==> src/sv/cdu_ram.sv <==
// Generic single-write, single-read RAM with registered read data.
`timescale 1ns / 1ps
module cdu_ram #(
  parameter int WIDTH = 32,
  parameter int DEPTH = 36,
  localparam int AW = (DEPTH > 1) ? $clog2(DEPTH) : 1
) (
  input  logic             clk,
  input  logic             we,
  input  logic [AW-1:0]    waddr,
  input  logic [WIDTH-1:0] wdata,
  input  logic [AW-1:0]    raddr,
  output logic [WIDTH-1:0] rdata
);

  logic [WIDTH-1:0] mem [DEPTH];
  logic [WIDTH-1:0] rdata_r;

  always_ff @(posedge clk) begin
    if (we) begin
      mem[waddr] <= wdata;
    end
    rdata_r <= mem[raddr];
  end

  assign rdata = rdata_r;

endmodule

==> config.mk <==
export PLATFORM = sky130hd
export DESIGN_NAME = cdu_ram
export DESIGN_NICKNAME = d
export VERILOG_FILES = /design/src/sv/cdu_ram.sv
export SDC_FILE = /design/constraint.sdc
export NUM_CORES = 1
export LEC_CHECK = 0
export CORE_ASPECT_RATIO = 2
export CORE_MARGIN = 8
export CORE_UTILIZATION = 55
export CTS_BUF_LIST = sky130_fd_sc_hd__clkbuf_2
export CTS_CLUSTER_DIAMETER = 30
export DETAILED_ROUTE_END_ITERATION = 12
export DONT_BUFFER_PORTS = 1
export PLACE_DENSITY = 0.7
export SYNTH_ARGS = -nofsm -noshare
export SYNTH_HDL_FRONTEND = slang
export SYNTH_SLANG_ARGS = --single-unit
==> constraint.sdc <==
create_clock -name clk -period 6.25 [get_ports clk]
set_input_delay 0.625 -clock clk [delete_from_list [all_inputs] [get_ports clk]]
set_output_delay 0.625 -clock clk [all_outputs]
set_load 0.05 [all_outputs]
==> metrics.md <==
| Metric | Value |
|---|---|
| Status | finished, final reports clean |
| Largest net degree at the start of global routing | 333 |
| Drt wl/cell | 30.9 µm |
| Die Y-Extent | 424 µm |
| Power share of the combinational group | 6.0% |
| Layout cells sized above 1 | 21.8% |
| CP Launch Type | primary input |
| # setup viols final | 0 |
| CTS sink count | 1184 |
| Synth Instances | 2345 |
| Clock slew at reported path FFs | 120 ps |
| Synth Register Bits | 1184 |
| Tot GR Track Use | 26.0% |
| DR iter-0 viols | 2142 |
| Fraction of registers with async set/reset | 0% |
| Slew @ Worst Pin | 1400 ps |
| Seq pwr share | 62.8% |
| Sequential-to-total area share from yosys stat | 77.1% |
| Core Box Area | 0.0824 mm² |
| CTS max path bufs | 3 |
| Die W | 220 µm |
| Vias | 24200 |
| Dpl ws | 2880 ps |
| Switching Power | 3440 µW |
| YS warnings | 0 |
| Design area | 0.0511 mm² |
| WHS | 85.0 ps |
| Post-synthesis cell type count | 28 |
| Ports | 78 |
| Max_cap viols | 0 |
| Final slew viol count | 0 |
| Nets | 2682 |
| Prevailing post-synth register cell | edfxtp_1 |
| Post-Route Setup TNS | 0 ps |
| Worst Hold Class | primary input to flop |
| Antenna violations before repair | 6 |
| Number of global-route vias before repair | 25300 |
| Placed cells | 3300 |
| Critical-path maximum fanout | 76 |
| Required time of the critical path | 7630 ps |
| HPWL after DPL | 60.3 mm |
| Pleak | 0.0178 µW |
| Vias/cell | 6.21 |
| CTS buffer count | 232 |
| DRC Markers | 0 |
| Internal power | 10700 µW |
| First-pass GRT wire length | 172 mm |
| DR pass1 iterations | 6 |
| Number of flops mapped to enable cells by yosys | 1152 |
| Synthesized area per cell | 19.5 µm² |
| Detailed Route WL | 120 mm |
| Gpl congestion | 0.781 |
| CTS Root Cell | clkbuf_2 |
| Commonest non-fill, non-tap cells in the layout | edfxtp_1, mux2i_1, clkbuf_2, a22oi_1, dlygate4sd3_1 |
| Fmax | 304 MHz |
| Commonest non-fill, non-tap cell in the layout | edfxtp_1 |
| Sw frac | 24.2% |
| Row count | 149 |
| Pwr dens | 278 mW/mm² |
| Post-Syn Area | 0.0457 mm² |
| Hold Fails Final Rpt | 0 |
| Period utilisation layout | 52.6% |
| Area after DPL | 0.0469 mm² |
| Htree depth | 4 |
| Final setup margin | 2970 ps |
| Syn nets | 2391 |
| Unrepaired setup endpoints after global routing | false |
| Layout Skew | 87.8 ps |
| Worst setup EP type | flop |
| Worst vdd ir | 0.150 mV |
| Skew-Pair Late Insertion Delay | 1480 ps |
| GRT overflow | 0 |
| Port Buffers | 0 |
| Post-route antenna net violation count | 0 |
| Initial Utilization | 55.5% |
| Die footprint | 0.0932 mm² |
| Final Non-Filler Cells | 3895 |
| Final worst path period need | 3280 ps |
| CP arrival | 4660 ps |
| CTS tree | yes |
| Clock Power Share | 31.3% |
| Slew HR | 6.39% |
| Area delta synth->final | 11.6% |
| Classification of the worst setup path | primary input to flop |
-- through the flow --
step / utilization, % / total power, µW
after CTS: 61.9 / 14300
after detailed placement: 56.9 / 9610
after floorplan: - / 9530
final: 62.0 / 14200
after global routing: 61.9 / 14600
after global placement: 56.9 / 9600
-- routing by layer --
layer	vias to the layer above	wire length (µm)	share of wire (%)	global-route usage, %
met4	0	5950	4.9	12.6
li1	10400	-	-	-
met5	-	0	0	0
met3	315	9360	7.8	6.04
met2	1159	62900	52	45.0
met1	12300	42000	35	29.9
-- cell families after synthesis --
group                  after synthesis  share of synthesized area [%]
buffers and inverters              141                           1.76
flip-flops                        1184                           77.1
multiplexers                       544                           12.8
AND/OR/NAND/NOR                     92                          0.870
AO/OA/AOI/OAI                      384                           7.53
-- sequential cells by signal, indices dropped and copies added, names as in the netlist --
| register | count |
|---|---|
| mem | 1152 |
| rdata | 32 |
-- critical path: stages --
cell           delay (ps)
dlygate4sd3_1         640
buf_16                320
nor2b_4               940
buf_12                520
a22o_1                250
a221oi_2               50
o22ai_1               450
o41ai_2               150
dlygate4sd3_1         590
-- worst paths after layout --
path                         start                    to  slack (ps)  cells after the start
max                       raddr[1]     rdata[15]$_DFF_P_        2970                      9
min                       wdata[1]  mem[16][1]$_DFFE_PP_          90                      2
max reg2reg  mem[32][19]$_DFFE_PP_     rdata[19]$_DFF_P_        3490                      6
min reg2reg   mem[33][6]$_DFFE_PP_      rdata[6]$_DFF_P_         660                      3
-- synth_stat cells (32+ instances only) --
library cell | instances | area, µm²
a22oi_1 | 128 | 961
mux2i_1 | 512 | 5120
a221oi_2 | 51 | 766
nand2_1 | 35 | 131
o22ai_1 | 32 | 200
nor2_1 | 39 | 146
dfxtp_1 | 32 | 641
o41ai_2 | 32 | 521
a22o_1 | 64 | 561
clkbuf_1 | 58 | 218
mux4_2 | 32 | 721
a21oi_1 | 64 | 320
edfxtp_1 | 1152 | 34600
-- power by group through the flow --
stage / sequential [µW] / clock (µW) / combinational, µW
finish: 8900 / 4430 / 850
global route: 8910 / 4850 / 889
CTS: 8900 / 4530 / 845
global placement: 9080 / 0 / 521
floorplan: 9050 / 0 / 480
detailed placement: 9080 / 0 / 526
-- layout make-up --
class / count / area [µm²]
diodes: 5 / 12.5
clock buffers: 358 / 1790
clock inverters: 73 / 377
fillers: 5883 / 31400
multi-input cells: 1020 / 9990
flip-flops and latches: 1184 / 35200
well taps: 1057 / 1320
repair buffers: 198 / 2320
-- repair_timing --
action	4_1_cts	5_1_grt
gates resized for setup	0	0
setup endpoints to repair	0	0
hold endpoints to repair	1464	0
setup buffers	0	0
hold buffers	159	0
Note: power is estimated with default switching activity, not from simulation.
